===== src/lr_pkg.sv =====
// Shared types and constants for the line rasterizer.
// Depends on nothing; every other file imports it.
package lr_pkg;

  // geometry and datapath widths
  localparam int COORD_BITS = 10;
  localparam int COUNT_BITS = COORD_BITS + 1;
  localparam int ERR_BITS   = COORD_BITS + 2;
  localparam int WIDE_BITS  = ERR_BITS + 1;
  localparam int COLOR_BITS = 16;

  // command queue between front and back
  localparam int QUEUE_DEPTH = 2;
  localparam int QPTR_BITS   = (QUEUE_DEPTH > 1) ? $clog2(QUEUE_DEPTH) : 1;
  localparam int QCNT_BITS   = $clog2(QUEUE_DEPTH + 1);

  // request codes on the input channel
  localparam logic REQ_START   = 1'b0;
  localparam logic REQ_ADVANCE = 1'b1;

  typedef logic [COORD_BITS-1:0]      coord_t;
  typedef logic [COUNT_BITS-1:0]      count_t;
  typedef logic [COLOR_BITS-1:0]      color_t;
  typedef logic signed [ERR_BITS-1:0] err_t;

  // classified operation
  typedef enum logic [1:0] {
    OP_SPAN,
    OP_LINE,
    OP_ADV
  } op_kind_t;

  // queue entry: span area, or line ends plus stepping setup
  typedef struct packed {
    op_kind_t kind;
    coord_t   x0;
    coord_t   y0;
    coord_t   x1;
    coord_t   y1;
    count_t   count;
    coord_t   dx;
    coord_t   dy;
    logic     x_neg;
    logic     y_neg;
  } lr_op_t;

  // queue status seen by front and back
  typedef struct packed {
    logic full;
    logic empty;
  } lr_qstat_t;

endpackage


===== src/lr_req_if.sv =====
// Request channel: valid/ready handshake with the line request payload.
// Depends on lr_pkg.
interface lr_req_if;
  import lr_pkg::*;

  logic   valid;
  logic   ready;
  logic   req_type;
  coord_t x_start;
  coord_t y_start;
  coord_t x_end;
  coord_t y_end;

  modport source (output valid, req_type, x_start, y_start, x_end, y_end, input ready);
  modport sink   (input valid, req_type, x_start, y_start, x_end, y_end, output ready);
endinterface


===== src/lr_cmd_if.sv =====
// Command channel: valid/ready handshake with the area-write command payload.
// Depends on lr_pkg.
interface lr_cmd_if;
  import lr_pkg::*;

  logic   valid;
  logic   ready;
  coord_t area_x0;
  coord_t area_y0;
  coord_t area_x1;
  coord_t area_y1;
  count_t pixel_count;
  color_t pixel_color;
  logic   last;

  modport source (output valid, area_x0, area_y0, area_x1, area_y1, pixel_count,
                  pixel_color, last, input ready);
  modport sink   (input valid, area_x0, area_y0, area_x1, area_y1, pixel_count,
                  pixel_color, last, output ready);
endinterface


===== src/lr_front.sv =====
// Front end: accepts request beats and classifies them into queue entries.
// Depends on lr_pkg and lr_req_if.
module lr_front (
  lr_req_if.sink            req,
  input  lr_pkg::lr_qstat_t qstat,
  output logic              push,
  output lr_pkg::lr_op_t    op
);
  import lr_pkg::*;

  coord_t xs, ys, xe, ye;
  logic   x_neg, y_neg;
  coord_t x_lo, x_hi, y_lo, y_hi;

  // take a beat whenever the queue has room
  assign req.ready = !qstat.full;
  assign push      = req.valid && req.ready;

  assign xs = req.x_start;
  assign ys = req.y_start;
  assign xe = req.x_end;
  assign ye = req.y_end;

  // end ordering and step direction
  assign x_neg = xs > xe;
  assign y_neg = ys > ye;
  assign x_lo  = x_neg ? xe : xs;
  assign x_hi  = x_neg ? xs : xe;
  assign y_lo  = y_neg ? ye : ys;
  assign y_hi  = y_neg ? ys : ye;

  // classify the request
  always_comb begin
    op       = '0;
    op.kind  = OP_ADV;
    op.count = COUNT_BITS'(1);
    if (req.req_type == REQ_START) begin
      if (ys == ye) begin
        op.kind  = OP_SPAN;
        op.x0    = x_lo;
        op.y0    = ys;
        op.x1    = x_hi;
        op.y1    = ys;
        op.count = {1'b0, x_hi} - {1'b0, x_lo} + COUNT_BITS'(1);
      end else if (xs == xe) begin
        op.kind  = OP_SPAN;
        op.x0    = xs;
        op.y0    = y_lo;
        op.x1    = xs;
        op.y1    = y_hi;
        op.count = {1'b0, y_hi} - {1'b0, y_lo} + COUNT_BITS'(1);
      end else begin
        op.kind  = OP_LINE;
        op.x0    = xs;
        op.y0    = ys;
        op.x1    = xe;
        op.y1    = ye;
        op.dx    = x_hi - x_lo;
        op.dy    = y_hi - y_lo;
        op.x_neg = x_neg;
        op.y_neg = y_neg;
      end
    end
  end

endmodule


===== src/lr_queue.sv =====
// Short queue of classified operations between front and back.
// Depends on lr_pkg.
module lr_queue (
  input  logic              clk,
  input  logic              rst_n,
  input  logic              push,
  input  lr_pkg::lr_op_t    op_in,
  input  logic              pop,
  output lr_pkg::lr_op_t    op_out,
  output lr_pkg::lr_qstat_t qstat
);
  import lr_pkg::*;

  lr_op_t                mem_r [QUEUE_DEPTH];
  logic [QPTR_BITS-1:0]  wr_ptr_r, wr_ptr_nxt;
  logic [QPTR_BITS-1:0]  rd_ptr_r, rd_ptr_nxt;
  logic [QCNT_BITS-1:0]  cnt_r, cnt_nxt;

  assign qstat.full  = cnt_r == QCNT_BITS'(QUEUE_DEPTH);
  assign qstat.empty = cnt_r == '0;
  assign op_out      = mem_r[rd_ptr_r];

  // pointer and fill count update
  always_comb begin
    wr_ptr_nxt = wr_ptr_r;
    rd_ptr_nxt = rd_ptr_r;
    cnt_nxt    = cnt_r;
    if (push) begin
      wr_ptr_nxt = (wr_ptr_r == QPTR_BITS'(QUEUE_DEPTH - 1)) ? '0 : wr_ptr_r + 1'b1;
    end
    if (pop) begin
      rd_ptr_nxt = (rd_ptr_r == QPTR_BITS'(QUEUE_DEPTH - 1)) ? '0 : rd_ptr_r + 1'b1;
    end
    if (push && !pop) begin
      cnt_nxt = cnt_r + 1'b1;
    end else if (pop && !push) begin
      cnt_nxt = cnt_r - 1'b1;
    end
  end

  always_ff @(posedge clk) begin
    if (!rst_n) begin
      wr_ptr_r <= '0;
      rd_ptr_r <= '0;
      cnt_r    <= '0;
    end else begin
      wr_ptr_r <= wr_ptr_nxt;
      rd_ptr_r <= rd_ptr_nxt;
      cnt_r    <= cnt_nxt;
    end
  end

  // entry storage
  always_ff @(posedge clk) begin
    if (push) begin
      mem_r[wr_ptr_r] <= op_in;
    end
  end

endmodule


===== src/lr_back.sv =====
// Back end: Bresenham stepping state and the registered command output.
// Depends on lr_pkg and lr_cmd_if.
module lr_back (
  input  logic              clk,
  input  logic              rst_n,
  input  lr_pkg::lr_op_t    op,
  input  lr_pkg::lr_qstat_t qstat,
  output logic              pop,
  input  lr_pkg::color_t    color,
  lr_cmd_if.source          cmd
);
  import lr_pkg::*;

  // stepping state
  logic   busy_r, busy_nxt;
  coord_t cur_x_r, cur_x_nxt, cur_y_r, cur_y_nxt;
  coord_t goal_x_r, goal_x_nxt, goal_y_r, goal_y_nxt;
  coord_t dx_r, dx_nxt, dy_r, dy_nxt;
  logic   x_neg_r, x_neg_nxt, y_neg_r, y_neg_nxt;
  err_t   err_r, err_nxt;

  // output register
  logic   out_valid_r, out_valid_nxt;
  coord_t x0_r, x0_nxt, y0_r, y0_nxt, x1_r, x1_nxt, y1_r, y1_nxt;
  count_t count_r, count_nxt;
  color_t color_r, color_nxt;
  logic   last_r, last_nxt;

  logic   out_free;
  logic   emit;

  // one Bresenham step from the current state
  logic signed [WIDE_BITS-1:0] e2, dx_w, dy_w, err_w, err_acc;
  logic   step_x, step_y;
  coord_t step_cx, step_cy;
  logic   step_done;
  err_t   step_err, init_err;

  assign out_free = !out_valid_r || cmd.ready;
  assign pop      = !qstat.empty && out_free;

  assign e2    = {err_r, 1'b0};
  assign dx_w  = {{(WIDE_BITS - COORD_BITS){1'b0}}, dx_r};
  assign dy_w  = {{(WIDE_BITS - COORD_BITS){1'b0}}, dy_r};
  assign err_w = {err_r[ERR_BITS-1], err_r};

  assign step_x  = e2 > -dy_w;
  assign step_y  = e2 < dx_w;
  assign err_acc = err_w - (step_x ? dy_w : '0) + (step_y ? dx_w : '0);
  assign step_err = $signed(err_acc[ERR_BITS-1:0]);

  assign step_cx = step_x ? (x_neg_r ? cur_x_r - 1'b1 : cur_x_r + 1'b1) : cur_x_r;
  assign step_cy = step_y ? (y_neg_r ? cur_y_r - 1'b1 : cur_y_r + 1'b1) : cur_y_r;
  assign step_done = (step_cx == goal_x_r) && (step_cy == goal_y_r);

  // initial error dx - dy for a new line
  assign init_err = $signed({{(ERR_BITS - COORD_BITS){1'b0}}, op.dx})
                  - $signed({{(ERR_BITS - COORD_BITS){1'b0}}, op.dy});

  // operation execution
  always_comb begin
    busy_nxt   = busy_r;
    cur_x_nxt  = cur_x_r;
    cur_y_nxt  = cur_y_r;
    goal_x_nxt = goal_x_r;
    goal_y_nxt = goal_y_r;
    dx_nxt     = dx_r;
    dy_nxt     = dy_r;
    x_neg_nxt  = x_neg_r;
    y_neg_nxt  = y_neg_r;
    err_nxt    = err_r;
    emit       = 1'b0;
    x0_nxt     = x0_r;
    y0_nxt     = y0_r;
    x1_nxt     = x1_r;
    y1_nxt     = y1_r;
    count_nxt  = count_r;
    last_nxt   = last_r;
    if (pop) begin
      unique case (op.kind)
        OP_SPAN: begin
          busy_nxt  = 1'b0;
          emit      = 1'b1;
          x0_nxt    = op.x0;
          y0_nxt    = op.y0;
          x1_nxt    = op.x1;
          y1_nxt    = op.y1;
          count_nxt = op.count;
          last_nxt  = 1'b1;
        end
        OP_LINE: begin
          busy_nxt   = 1'b1;
          cur_x_nxt  = op.x0;
          cur_y_nxt  = op.y0;
          goal_x_nxt = op.x1;
          goal_y_nxt = op.y1;
          dx_nxt     = op.dx;
          dy_nxt     = op.dy;
          x_neg_nxt  = op.x_neg;
          y_neg_nxt  = op.y_neg;
          err_nxt    = init_err;
          emit       = 1'b1;
          x0_nxt     = op.x0;
          y0_nxt     = op.y0;
          x1_nxt     = op.x0;
          y1_nxt     = op.y0;
          count_nxt  = COUNT_BITS'(1);
          last_nxt   = 1'b0;
        end
        OP_ADV: begin
          // advance while idle is dropped
          if (busy_r) begin
            cur_x_nxt = step_cx;
            cur_y_nxt = step_cy;
            err_nxt   = step_err;
            busy_nxt  = !step_done;
            emit      = 1'b1;
            x0_nxt    = step_cx;
            y0_nxt    = step_cy;
            x1_nxt    = step_cx;
            y1_nxt    = step_cy;
            count_nxt = COUNT_BITS'(1);
            last_nxt  = step_done;
          end
        end
        default: begin
          emit = 1'b0;
        end
      endcase
    end
  end

  // output valid and color capture
  always_comb begin
    color_nxt = emit ? color : color_r;
    if (emit) begin
      out_valid_nxt = 1'b1;
    end else if (cmd.ready) begin
      out_valid_nxt = 1'b0;
    end else begin
      out_valid_nxt = out_valid_r;
    end
  end

  always_ff @(posedge clk) begin
    if (!rst_n) begin
      busy_r      <= 1'b0;
      out_valid_r <= 1'b0;
    end else begin
      busy_r      <= busy_nxt;
      out_valid_r <= out_valid_nxt;
    end
  end

  always_ff @(posedge clk) begin
    cur_x_r  <= cur_x_nxt;
    cur_y_r  <= cur_y_nxt;
    goal_x_r <= goal_x_nxt;
    goal_y_r <= goal_y_nxt;
    dx_r     <= dx_nxt;
    dy_r     <= dy_nxt;
    x_neg_r  <= x_neg_nxt;
    y_neg_r  <= y_neg_nxt;
    err_r    <= err_nxt;
    x0_r     <= x0_nxt;
    y0_r     <= y0_nxt;
    x1_r     <= x1_nxt;
    y1_r     <= y1_nxt;
    count_r  <= count_nxt;
    color_r  <= color_nxt;
    last_r   <= last_nxt;
  end

  // command outputs
  assign cmd.valid       = out_valid_r;
  assign cmd.area_x0     = x0_r;
  assign cmd.area_y0     = y0_r;
  assign cmd.area_x1     = x1_r;
  assign cmd.area_y1     = y1_r;
  assign cmd.pixel_count = count_r;
  assign cmd.pixel_color = color_r;
  assign cmd.last        = last_r;

  // a line in progress never sits on its endpoint
  a_busy_not_at_goal: assert property (@(posedge clk) disable iff (!rst_n)
    busy_r |-> (cur_x_r != goal_x_r) || (cur_y_r != goal_y_r))
    else $error("line busy while already at endpoint");

  // only the closing command of a line covers more than one pixel
  a_multi_pixel_is_last: assert property (@(posedge clk) disable iff (!rst_n)
    out_valid_r && !last_r |-> count_r == COUNT_BITS'(1))
    else $error("multi-pixel command not flagged last");

  // write areas are always ordered
  a_area_ordered: assert property (@(posedge clk) disable iff (!rst_n)
    out_valid_r |-> (x0_r <= x1_r) && (y0_r <= y1_r))
    else $error("write area ends out of order");

  // a pending command is never overwritten
  a_no_overwrite: assert property (@(posedge clk) disable iff (!rst_n)
    out_valid_r && !cmd.ready |-> !emit)
    else $error("command register overwritten while stalled");

endmodule


===== src/line_rasterizer.sv =====
// Line rasterizer top level: draw color register, front end, queue, back end.
// Depends on lr_pkg, lr_req_if, lr_cmd_if, lr_front, lr_queue and lr_back.
//
//   port      dir   handshake        beat carries
//   in_ch     in    valid / ready    req_type, x_start, y_start, x_end, y_end
//   out_ch    out   valid / ready    area_x0..area_y1, pixel_count, pixel_color, last
//   cfg_*     in    cfg_we           cfg_wdata -> draw color
//
// One request beat per cycle sustained while out_ch.ready stays high; the back end's
// stepping unit emits at most one command per cycle. A request beat reaches command
// valid through the queue write and then the back end's output register.
// Synchronous active-low reset empties the queue, clears the line-busy flag, the
// output valid and the draw color.
// in_ch.ready drops only when the two-entry queue is full; the back end holds
// while a command waits in its output register and out_ch.ready is low.
module line_rasterizer (
  input  logic           clk,
  input  logic           rst_n,
  input  logic           cfg_we,
  input  lr_pkg::color_t cfg_wdata,
  lr_req_if.sink         in_ch,
  lr_cmd_if.source       out_ch
);
  import lr_pkg::*;

  color_t    draw_color_r;
  lr_op_t    front_op;
  lr_op_t    queue_op;
  lr_qstat_t qstat;
  logic      push;
  logic      pop;

  // draw color register
  always_ff @(posedge clk) begin
    if (!rst_n) begin
      draw_color_r <= '0;
    end else if (cfg_we) begin
      draw_color_r <= cfg_wdata;
    end
  end

  lr_front u_front (
    .req   (in_ch),
    .qstat (qstat),
    .push  (push),
    .op    (front_op)
  );

  lr_queue u_queue (
    .clk    (clk),
    .rst_n  (rst_n),
    .push   (push),
    .op_in  (front_op),
    .pop    (pop),
    .op_out (queue_op),
    .qstat  (qstat)
  );

  lr_back u_back (
    .clk   (clk),
    .rst_n (rst_n),
    .op    (queue_op),
    .qstat (qstat),
    .pop   (pop),
    .color (draw_color_r),
    .cmd   (out_ch)
  );

endmodule


===== src/flat_wrapper.sv =====
// flat-port wrapper written by rule: the top's interface ports become plain ports
module line_rasterizer_flat import lr_pkg::*;
  (clk, rst_n, cfg_we, cfg_wdata, in_ch_valid, in_ch_req_type, in_ch_x_start, in_ch_y_start, in_ch_x_end, in_ch_y_end, in_ch_ready, out_ch_valid, out_ch_area_x0, out_ch_area_y0, out_ch_area_x1, out_ch_area_y1, out_ch_pixel_count, out_ch_pixel_color, out_ch_last, out_ch_ready);
  lr_req_if in_ch_i ();
  lr_cmd_if out_ch_i ();
  input  logic clk;
  input  logic rst_n;
  input  logic cfg_we;
  input  lr_pkg::color_t cfg_wdata;
  input wire logic [$bits(in_ch_i.valid)-1:0] in_ch_valid;
  input wire logic [$bits(in_ch_i.req_type)-1:0] in_ch_req_type;
  input wire logic [$bits(in_ch_i.x_start)-1:0] in_ch_x_start;
  input wire logic [$bits(in_ch_i.y_start)-1:0] in_ch_y_start;
  input wire logic [$bits(in_ch_i.x_end)-1:0] in_ch_x_end;
  input wire logic [$bits(in_ch_i.y_end)-1:0] in_ch_y_end;
  output wire logic [$bits(in_ch_i.ready)-1:0] in_ch_ready;
  output wire logic [$bits(out_ch_i.valid)-1:0] out_ch_valid;
  output wire logic [$bits(out_ch_i.area_x0)-1:0] out_ch_area_x0;
  output wire logic [$bits(out_ch_i.area_y0)-1:0] out_ch_area_y0;
  output wire logic [$bits(out_ch_i.area_x1)-1:0] out_ch_area_x1;
  output wire logic [$bits(out_ch_i.area_y1)-1:0] out_ch_area_y1;
  output wire logic [$bits(out_ch_i.pixel_count)-1:0] out_ch_pixel_count;
  output wire logic [$bits(out_ch_i.pixel_color)-1:0] out_ch_pixel_color;
  output wire logic [$bits(out_ch_i.last)-1:0] out_ch_last;
  input wire logic [$bits(out_ch_i.ready)-1:0] out_ch_ready;
  assign in_ch_i.valid = in_ch_valid;
  assign in_ch_i.req_type = in_ch_req_type;
  assign in_ch_i.x_start = in_ch_x_start;
  assign in_ch_i.y_start = in_ch_y_start;
  assign in_ch_i.x_end = in_ch_x_end;
  assign in_ch_i.y_end = in_ch_y_end;
  assign in_ch_ready = in_ch_i.ready;
  assign out_ch_valid = out_ch_i.valid;
  assign out_ch_area_x0 = out_ch_i.area_x0;
  assign out_ch_area_y0 = out_ch_i.area_y0;
  assign out_ch_area_x1 = out_ch_i.area_x1;
  assign out_ch_area_y1 = out_ch_i.area_y1;
  assign out_ch_pixel_count = out_ch_i.pixel_count;
  assign out_ch_pixel_color = out_ch_i.pixel_color;
  assign out_ch_last = out_ch_i.last;
  assign out_ch_i.ready = out_ch_ready;
  line_rasterizer u_core (.clk(clk), .rst_n(rst_n), .cfg_we(cfg_we), .cfg_wdata(cfg_wdata), .in_ch(in_ch_i), .out_ch(out_ch_i));
endmodule

===== config.mk =====
export PLATFORM = sky130hd
export DESIGN_NAME = line_rasterizer_flat
export DESIGN_NICKNAME = d
export VERILOG_FILES = /design/src/lr_pkg.sv /design/src/lr_req_if.sv /design/src/lr_cmd_if.sv /design/src/lr_front.sv /design/src/lr_queue.sv /design/src/lr_back.sv /design/src/line_rasterizer.sv /design/src/flat_wrapper.sv
export SDC_FILE = /design/constraint.sdc
export NUM_CORES = 1
export LEC_CHECK = 0
export CAP_MARGIN = 20
export CORE_UTILIZATION = 25
export CTS_CLUSTER_SIZE = 30
export DETAILED_ROUTE_END_ITERATION = 8
export DONT_BUFFER_PORTS = 1
export HOLD_SLACK_MARGIN = 0.15
export PLACE_DENSITY = 0.49
export RECOVER_POWER = 50
export SYNTH_ARGS = -nofsm -noshare
export SYNTH_HDL_FRONTEND = slang
export SYNTH_SLANG_ARGS = --single-unit

===== constraint.sdc =====
create_clock -name clk -period 6.6 [get_ports clk]
set_input_delay 0.99 -clock clk [delete_from_list [all_inputs] [get_ports clk]]
set_output_delay 0.99 -clock clk [all_outputs]
set_load 0.02 [all_outputs]

Word-level counts from Yosys, hierarchy flattened --
Memory sizes are Yosys's and may differ from the RTL's. A register that Yosys moved wholly into a read port is not among the register bits. Index checks and enable logic that the tools add are counted.
Storage, ports and cells: register bits 164, memory bits (writable) 150, output and inout port bits 70, memories kept 1
Operators by class: $add $sub $neg 18, order comparisons 4, equal/unequal tests 8, multiplexer cells 45, reductions and logical operators 25
Memories:
- u_core.u_queue.mem_r | words 2, width 75, rd ports 1, clocked after memory_dff 1, wr ports 1, line lr_queue.sv:14 | lr_op_t mem_r [QUEUE_DEPTH];
Operators by type and width (number):
- 2-to-1 mux 10 bit | 12
- case mux 10 bit (2 select lines) | 4
- 2-to-1 mux 75 bit | 1
- case mux 10 bit (3 select lines) | 2
- 2-to-1 mux 53 bit | 1
- 2-to-1 mux 22 bit | 2
- 2-to-1 mux 41 bit | 1
- equality test 10 bit | 4
- case mux 11 bit (3 select lines) | 1
- subtractor 10 x 10 -> 11 bit | 3
- case mux 12 bit (2 select lines) | 1
- adder 11 x 1 -> 11 bit (second input constant) | 2
- 2-to-1 mux 11 bit | 2
- adder 10 x 1 -> 10 bit (second input constant) | 2
- > comparator 10 bit | 2
- subtractor 10 x 1 -> 10 bit (second input constant) | 2
- subtractor 10 bit | 2
- > comparator 13 bit | 1
- less-than comparator 13 x 11 -> 1 bit | 1
- negation 10 -> 13 bit | 1
- adder 12 x 10 -> 12 bit | 1
- 2-to-1 mux 1 bit | 12
- 2-to-1 mux 12 bit | 1
- subtractor 12 x 11 -> 12 bit | 1
- 18 further kinds | 38

Logic depth before layout (Yosys ltp) --
Gate-level depths: netlist (run 1).
word-level depth 8, depth in mapped cells 27, gate-level depth less buffers 25

By module --
Synthesis (run 1) repeated with hierarchy kept, for this count alone.
Unflattened totals: cell total of the unflattened synthesis 1630, area, all modules 18137.4 um^2
Modules (own cells, without submodules):
- lr_back | times used 1, cells each 825, area an instance 8826.0 um^2
- lr_queue | times used 1, cells each 255, area an instance 5641.7 um^2
- lr_front | times used 1, cells each 499, area an instance 3054.2 um^2
- line_rasterizer | times used 1, cells each 51, area an instance 615.6 um^2

Worst setup path after synthesis (run 1) --
OpenSTA, ideal clock, no wires.
path type reg-to-reg, start register u_core.u_back.dy_r[8], end register u_core.u_back.err_r[10] (data pin), setup time 269 ps, data arrival time 5409 ps, slack 922 ps, cell stages (with the launch flop) 25, buffers on the path 3, clock period less this slack 5678 ps, cell sequence edfxtp_1 or4_1 nor2_1 ha_1 clkbuf_1 inv_1 o21ai_0 a211oi_1 a31oi_1 clkbuf_1 clkbuf_1 and2_1 fa_1 inv_1 fa_1 a21o_1 a21oi_1 o21bai_1 a21oi_1 o21bai_1 a21oi_1 o21bai_1 a21oi_1 xor2_1 o21ai_0
Between the ends: cells in the longest elaborated chain, start to end 7
RTL lines:
- from (decl) | line lr_back.sv:18 | coord_t dx_r, dx_nxt, dy_r, dy_nxt;
- from (signal assigned) | line lr_back.sv:161 | dy_r <= dy_nxt;
- negation 10 -> 13 bit | line lr_back.sv:47 | assign step_x = e2 > -dy_w;
- > comparator 13 bit | line lr_back.sv:47
- 2-to-1 mux 10 bit * | line lr_back.sv:49 | assign err_acc = err_w - (step_x ? dy_w : '0) + (step_y ? dx_w : '0);
- subtractor 12 x 11 -> 12 bit * | line lr_back.sv:49
- adder 12 x 10 -> 12 bit * | line lr_back.sv:49
- 2-to-1 mux 12 bit * | line lr_back.sv:112 | if (busy_r) begin
- case mux 12 bit (2 select lines) * | line lr_back.sv:80 | unique case (op.kind)
- to (signal assigned) | line lr_back.sv:164 | err_r <= err_nxt;
- to (decl) | line lr_back.sv:20 | err_t err_r, err_nxt;
Every way passes the cells marked *; elsewhere a longest branch is shown, timed or not. The select of a mux whose other input is x is not followed. A chain may end at the register's enable or synchronous reset.

Worst setup path in the final report (run 1) --
start register u_core.u_back.dy_r[4], end register u_core.u_back.err_r[10] (data pin)
The elaborated chain is that of the path after synthesis.

==> out/metrics.csv, run 1 <==
metric;value;unit
ys_async_sr_fraction;0;
final_cell_mix;edfxtp_1 (292), nand2_1 (154), nor2_1 (123);
r2r_slack;0.66;ns
cp_max_fo;5;
holdCritStartpoint;u_core.draw_color_r[11];
p_per_area;423;nW/um^2
final.setup.tns;0;ns
cts_max_path_buffers;3;
h-tree-depth;2;
post_cts_buffers;0;
port_buffers;0;
syn_area_per_cell;11.4;sq um
place_congestion;0.863;
rows;96;
peakVddDrop;210;uV
ys_seq_elements;315;
yosys_warnings;0;
cts_tree;yes;
area_delta_synth_final;13.4;%
routedWlPerCell;19.6;um
vias_per_cell;4.72;
yosysTopAreaCellShare;0.500;
dieArea;71200;sq um
worstRegToRegCells;23;
hold_end;u_core.u_back.cmd.pixel_color[11];
drcViolationCount;0;
antenna_left;0;
cts_sinks;315;
drive_gt1_frac;0.0808;
finClkSkew;0.0143;ns
clk_pin_slew;0.06;ns
final_common_cell;edfxtp_1;
grt_use_total;0.136;
die_w;267;um
nets;1730;
synth_cell_types;67;
worst_slew_pin_slew;4.51;ns
reg2reg_from;u_core.u_back.dy_r[4];
synthFlopType;edfxtp_1;
status;finished, violations left;
dp_hpwl;36.8;mm
maxSlewHeadroom;-2.01;
fp.dieH;267;um
grt_pass1_vias;11600;
first_pass_iters;5;
end_kind;register;
io_pins;132;
whs_path_depth;0;
reg2reg_to;u_core.u_back.err_r[10];
cts_hold_buf;0;
fill_cells;7094;
core_area;69100;sq um
setup_slack;0.662;ns
start_util;0.254;
crit_top_cell;a21oi_1;
worstHoldPathType;register to register;
grt_pass1_wl;72.6;mm
arrival;6.21;ns
drv_slew;313;
drv_cap;8;
rsz0062_at_grt;no;
cp_top_family;compound AO/OA/AOI/OAI gates;
yosysSeqAreaShare;0.526;
violations;capacitance limit, slew limit;
first_iter_violations;909;
startpoint_type;register;
critPathKind;register to register;
post_cts_resized;0;
synth_edf_count;292;
numCtsBuffers;35;
cp.buffers_inverters;1;
cts-root-buf;clkbuf_16;
netlist_top_cells_area;edfxtp_1 (50%), ha_1 (7.5%), mux2_2 (4.6%);
antenna_found_initial;1;
p_leak;7.36;nW
period_minus_slack;5.94;ns
num_vias;11800;
synth_area;17500;sq um
drt-total-wl;49.1;mm
grt_max_degree;73;
pre_cts_ws;0.782;ns
overflow;0;
fmax;0.168;GHz
worstPathCellList;nor4_1, nand2_1, o41ai_1, o21ai_0, ha_1, nand4_1, nor4_1, a21o_1, a31oi_2, and2_1, fa_1, inv_1, fa_1, a21o_1, a21oi_1, o21bai_1, a21oi_1, o21bai_1, a21oi_1, o21bai_1, a21oi_1, xor2_1, o21ai_0;
setup_viol;0;
hold_viol;0;
synth_top_cell_by_area;edfxtp_1;
insertion_delay;0.53;ns
syn-num-nets;1725;
crit_slowest_cell;nor4_1;
fin_crit_sh;0.900;
synthCells;1543;
max_stage_delay;0.74;ns
required;6.87;ns
worst max path at each step:
stage | from | end | cells after the start
4_1_cts | u_core.u_back.dy_r[4] | u_core.u_back.err_r[10] | 23
3_3_place_gp | u_core.u_back.dy_r[4] | u_core.u_back.err_r[10] | 23
6_report | u_core.u_back.dy_r[4] | u_core.u_back.err_r[10] | 23
2_1_floorplan | u_core.u_back.dy_r[8] | u_core.u_back.err_r[10] | 24
3_5_place_dp | u_core.u_back.dy_r[4] | u_core.u_back.err_r[10] | 23
5_1_grt | u_core.u_back.dy_r[4] | u_core.u_back.err_r[10] | 23
cell type report:
cell class                 instances  area [sq um]  area share
sequential                       315          9230       0.464
multi-input combinational       1065          7730       0.388
tap                              931          1160      0.0586
clock buffer                      45           986      0.0496
inverter                         114           428      0.0215
clock inverter                    15           233      0.0117
timing repair buffer              17           125     0.00629
antenna                            1          2.50    0.000126
per-layer routing:
layer  track usage  wire length, um  vias up
met5             0                0        -
met4        0.0500             1500        0
met3        0.0308             3180       73
met2         0.206            21300      308
met1         0.189            23200     5813
li1              -                -     5632
synth_stat cells, drive strengths merged (10+ instances only):
master / count
o21ai: 58
inv: 114
a211oi: 13
mux2: 71
o22ai: 10
and2: 17
nand2b: 10
xnor2: 53
fa: 15
xor2: 37
o21bai: 15
a21oi: 101
a22oi: 11
ha: 105
nand4: 11
mux2i: 68
nand2: 155
clkbuf: 43
edfxtp: 292
nor2b: 23
o31ai: 12
dfxtp: 23
nand3: 22
a21o: 16
nor4: 14
nor3: 12
nor2: 124
sequential cells by signal, summed over array words and instances, names as in the netlist, 11 cells and up, named ones only:
name,count
u_core.u_back.cmd.pixel_count,11
u_core.u_queue.mem_r,150
u_core.draw_color_r,16
u_core.u_back.err_r,12
u_core.u_back.cmd.pixel_color,16
kinds of logic (layout without fill, tap and decap cells):
kind of cell	Yosys count	count (layout)	synth area share
muxes	139	139	0.0844
DFF	315	315	0.526
buffers and inverters	163	191	0.0349
xor gates and xnor gates	90	90	0.0449
and+or+nand+nor	411	411	0.106
other	0	1	0
adders and majority gates	120	120	0.0920
AOI/OAI and AO/OA	305	305	0.112
power by group:
| group | internal (W) | leakage (nW) | switching, W | total, W |
|---|---|---|---|---|
| Combinational | 0.00117 | 3.84 | 0.00195 | 0.00312 |
| Clock | 0.00129 | 0.594 | 0.000809 | 0.00210 |
| Sequential | 0.00286 | 2.93 | 0.000348 | 0.00320 |
| Total | 0.00532 | 7.36 | 0.00310 | 0.00842 |
per-stage QoR:
step / cell area [sq um] / cells / utilization / power, W / hold slack, ns
6_report: 19900 / 2503 / 0.288 / 0.00842 / 0.428
5_1_grt: 19900 / 2502 / 0.288 / 0.00892 / 0.442
4_1_cts: 20000 / 2502 / 0.289 / 0.00852 / 0.431
3_5_place_dp: 18700 / 2442 / 0.271 / 0.00638 / 0.416
3_3_place_gp: 18700 / 2441 / 0.271 / 0.00635 / 0.411
2_1_floorplan: 17500 / 1543 / - / 0.00539 / 0.408
(Power assumes the default switching activity.)
==> run 2: changes to the inputs <==
CORE_UTILIZATION = 35   (was 25)
PLACE_DENSITY = 0.62   (was 0.49)
clock period = 5.4 ns   (was 6.6 ns; I/O delays follow)
==> out/metrics.csv, run 2 (synthesized netlist as in run 1, its figures left out) <==
metric;value;unit;change
final_common_cell;edfxtp_1;;
whs_path_depth;0;;unchanged
worst_slew_pin_slew;2.86;ns;-1.65 ns
cts_hold_buf;0;;unchanged
num_vias;11900;;+0.68%
maxSlewHeadroom;-0.917;;+1.09
grt_pass1_vias;11700;;+0.80%
fp.dieH;226;um;-15%
antenna_found_initial;0;;-1
place_area;18500;sq um;-1.0%
r2r_slack;0.24;ns;-0.42 ns
p_leak;7.48;nW;+1.6%
antenna_left;0;;unchanged
overflow;0;;unchanged
arrival;5.42;ns;-0.79 ns
crit_top_cell;o21bai_1;;
first_iter_violations;1021;;+12%
fmax;0.194;GHz;+15%
finalNonFillerCells;2262;;-9.6%
core_area;49200;sq um;-29%
setup_viol;0;;unchanged
dp_hpwl;33.2;mm;-9.8%
required;5.67;ns;-1.20 ns
port_buffers;0;;unchanged
cts_sinks;315;;unchanged
status;finished, violations left;;
end_kind;register;;
dieArea;51000;sq um;-28%
nets;1755;;+1.4%
worstHoldPathType;input port to register;;
worstPathCellList;nor4_2, nand2_1, o41ai_2, o21ai_1, ha_1, nand4_1, nor2_1, a211oi_2, a31oi_2, and2_1, fa_1, inv_1, fa_2, a21o_1, a21oi_2, o21bai_1, a21oi_2, o21bai_1, a21oi_1, o21bai_1, a21oi_1, xor2_1, o21ai_0;;
drcViolationCount;0;;unchanged
cts_tree;yes;;
vias_per_cell;5.26;;+11%
violations;capacitance limit, slew limit;;
period_minus_slack;5.16;ns;-0.779 ns
drv_slew;225;;-28%
cp_top_family;compound AO/OA/AOI/OAI gates;;
max_stage_delay;0.51;ns;-0.23 ns
pre_cts_ws;0.0249;ns;-0.757 ns
startpoint_type;register;;
num_antenna_cells;0;;-1
hold_end;u_core.u_queue.mem_r[1][74];;
reg2reg_from;u_core.u_back.dy_r[5];;
drt-total-wl;44.8;mm;-8.8%
peakVddDrop;319;uV;+52%
cp.buffers_inverters;1;;unchanged
final_cell_mix;edfxtp_1 (292), nand2_1 (154), nor2_1 (123);;
die_w;226;um;-15%
final_area;19800;sq um;-0.44%
holdCritStartpoint;in_ch_req_type;;
worstRegToRegCells;23;;unchanged
dp_cells;2195;;-10%
insertion_delay;0.53;ns;about the same
grt_max_degree;76;;+4.1%
fin_total_pwr;0.0103;W;+23%
first_pass_iters;6;;+1
cts-root-buf;clkbuf_16;;
crit_slowest_cell;fa_1;;
grt_pass1_wl;68.2;mm;-6.1%
fin_crit_sh;0.955;;+0.0557
routedWlPerCell;19.8;um;+0.87%
io_pins;132;;unchanged
hold_viol;0;;unchanged
rows;81;;-16%
finClkSkew;0.0232;ns;+0.00888 ns
numCtsBuffers;35;;unchanged
p_per_area;521;nW/um^2;+23%
reg2reg_to;u_core.u_back.err_r[10];;
drv_cap;5;;-3
regMostFlops;u_core.u_queue.mem_r;;
drive_gt1_frac;0.105;;+0.0237
place_congestion;0.938;;+8.7%
h-tree-depth;2;;unchanged
clk_pin_slew;0.06;ns;about the same
grt_use_total;0.174;;+0.0377
largest_reg_flops;150;;unchanged
start_util;0.357;;+0.103
area_delta_synth_final;12.9;%;
cts_max_path_buffers;3;;unchanged
critPathKind;register to register;;
setup_slack;0.241;ns;-0.421 ns
cp_max_fo;4;;-1
## run 2: layout make-up
type	instances	area, sq um
Multi-Input combinational cell	1065	7800
Clock inverter	19	230
Clock buffer	43	1000
Sequential cell	315	9230
Timing Repair Buffer	42	292
Inverter	114	428
Fill cell	4669	29300
Tap cell	664	831
## run 2: worst max path at each step
stage                               start                      end  slack (ns)  depth (start not counted)
global route        u_core.u_back.dy_r[5]   u_core.u_back.err_r[9]       -0.04                         24
finish              u_core.u_back.dy_r[5]  u_core.u_back.err_r[10]        0.24                         23
global placement    u_core.u_back.dy_r[5]  u_core.u_back.err_r[10]        0.14                         23
CTS                 u_core.u_back.dy_r[5]  u_core.u_back.err_r[10]        0.03                         23
floorplan           u_core.u_back.dy_r[4]  u_core.u_back.err_r[10]       -0.06                         25
detailed placement  u_core.u_back.dy_r[5]  u_core.u_back.err_r[10]        0.02                         23
## run 2: report_power, final
group	internal (W)	switching, W	leakage [nW]
combinational	0.00154	0.00236	3.96
sequential	0.00347	0.000429	2.93
clock	0.00156	0.000958	0.600
## run 2: layer usage
layer  part of all wire  global-route usage  vias to the layer above
met3              0.057              0.0364                       45
met4              0.015              0.0349                        0
met1               0.48               0.252                     5888
met5                  0                   0                        -
met2               0.44               0.266                      286
li1                   -                   -                     5688
## run 2: worst reg2reg max path: stages (launching register included)
cell	delay (ns)
edfxtp_1	0.43
nor4_2	0.34
nand2_1	0.17
o41ai_2	0.24
o21ai_1	0.13
ha_1	0.31
nand4_1	0.14
nor2_1	0.08
a211oi_2	0.28
a31oi_2	0.16
and2_1	0.22
fa_1	0.51
inv_1	0.07
fa_2	0.41
a21o_1	0.18
a21oi_2	0.18
o21bai_1	0.11
a21oi_2	0.16
o21bai_1	0.08
a21oi_1	0.18
o21bai_1	0.09
a21oi_1	0.17
xor2_1	0.16
o21ai_0	0.08
## run 2: stage by stage
step | hold slack (ns) | setup TNS, ns | util
after floorplan | 0.408 | -0.0574 | -
final | 0.404 | 0 | 0.403
after CTS | 0.378 | 0 | 0.402
after global placement | 0.413 | 0 | 0.377
after detailed placement | 0.419 | 0 | 0.377
after global routing | 0.377 | -0.107 | 0.403
## run 2: timing repair
action | 4_1_cts | 5_1_grt
pin swaps | 0 | 12
buffers inserted | 0 | 5
resized for setup | 1 | 10
endpoints found under the setup margin | 1 | 4
cloned | 0 | 0
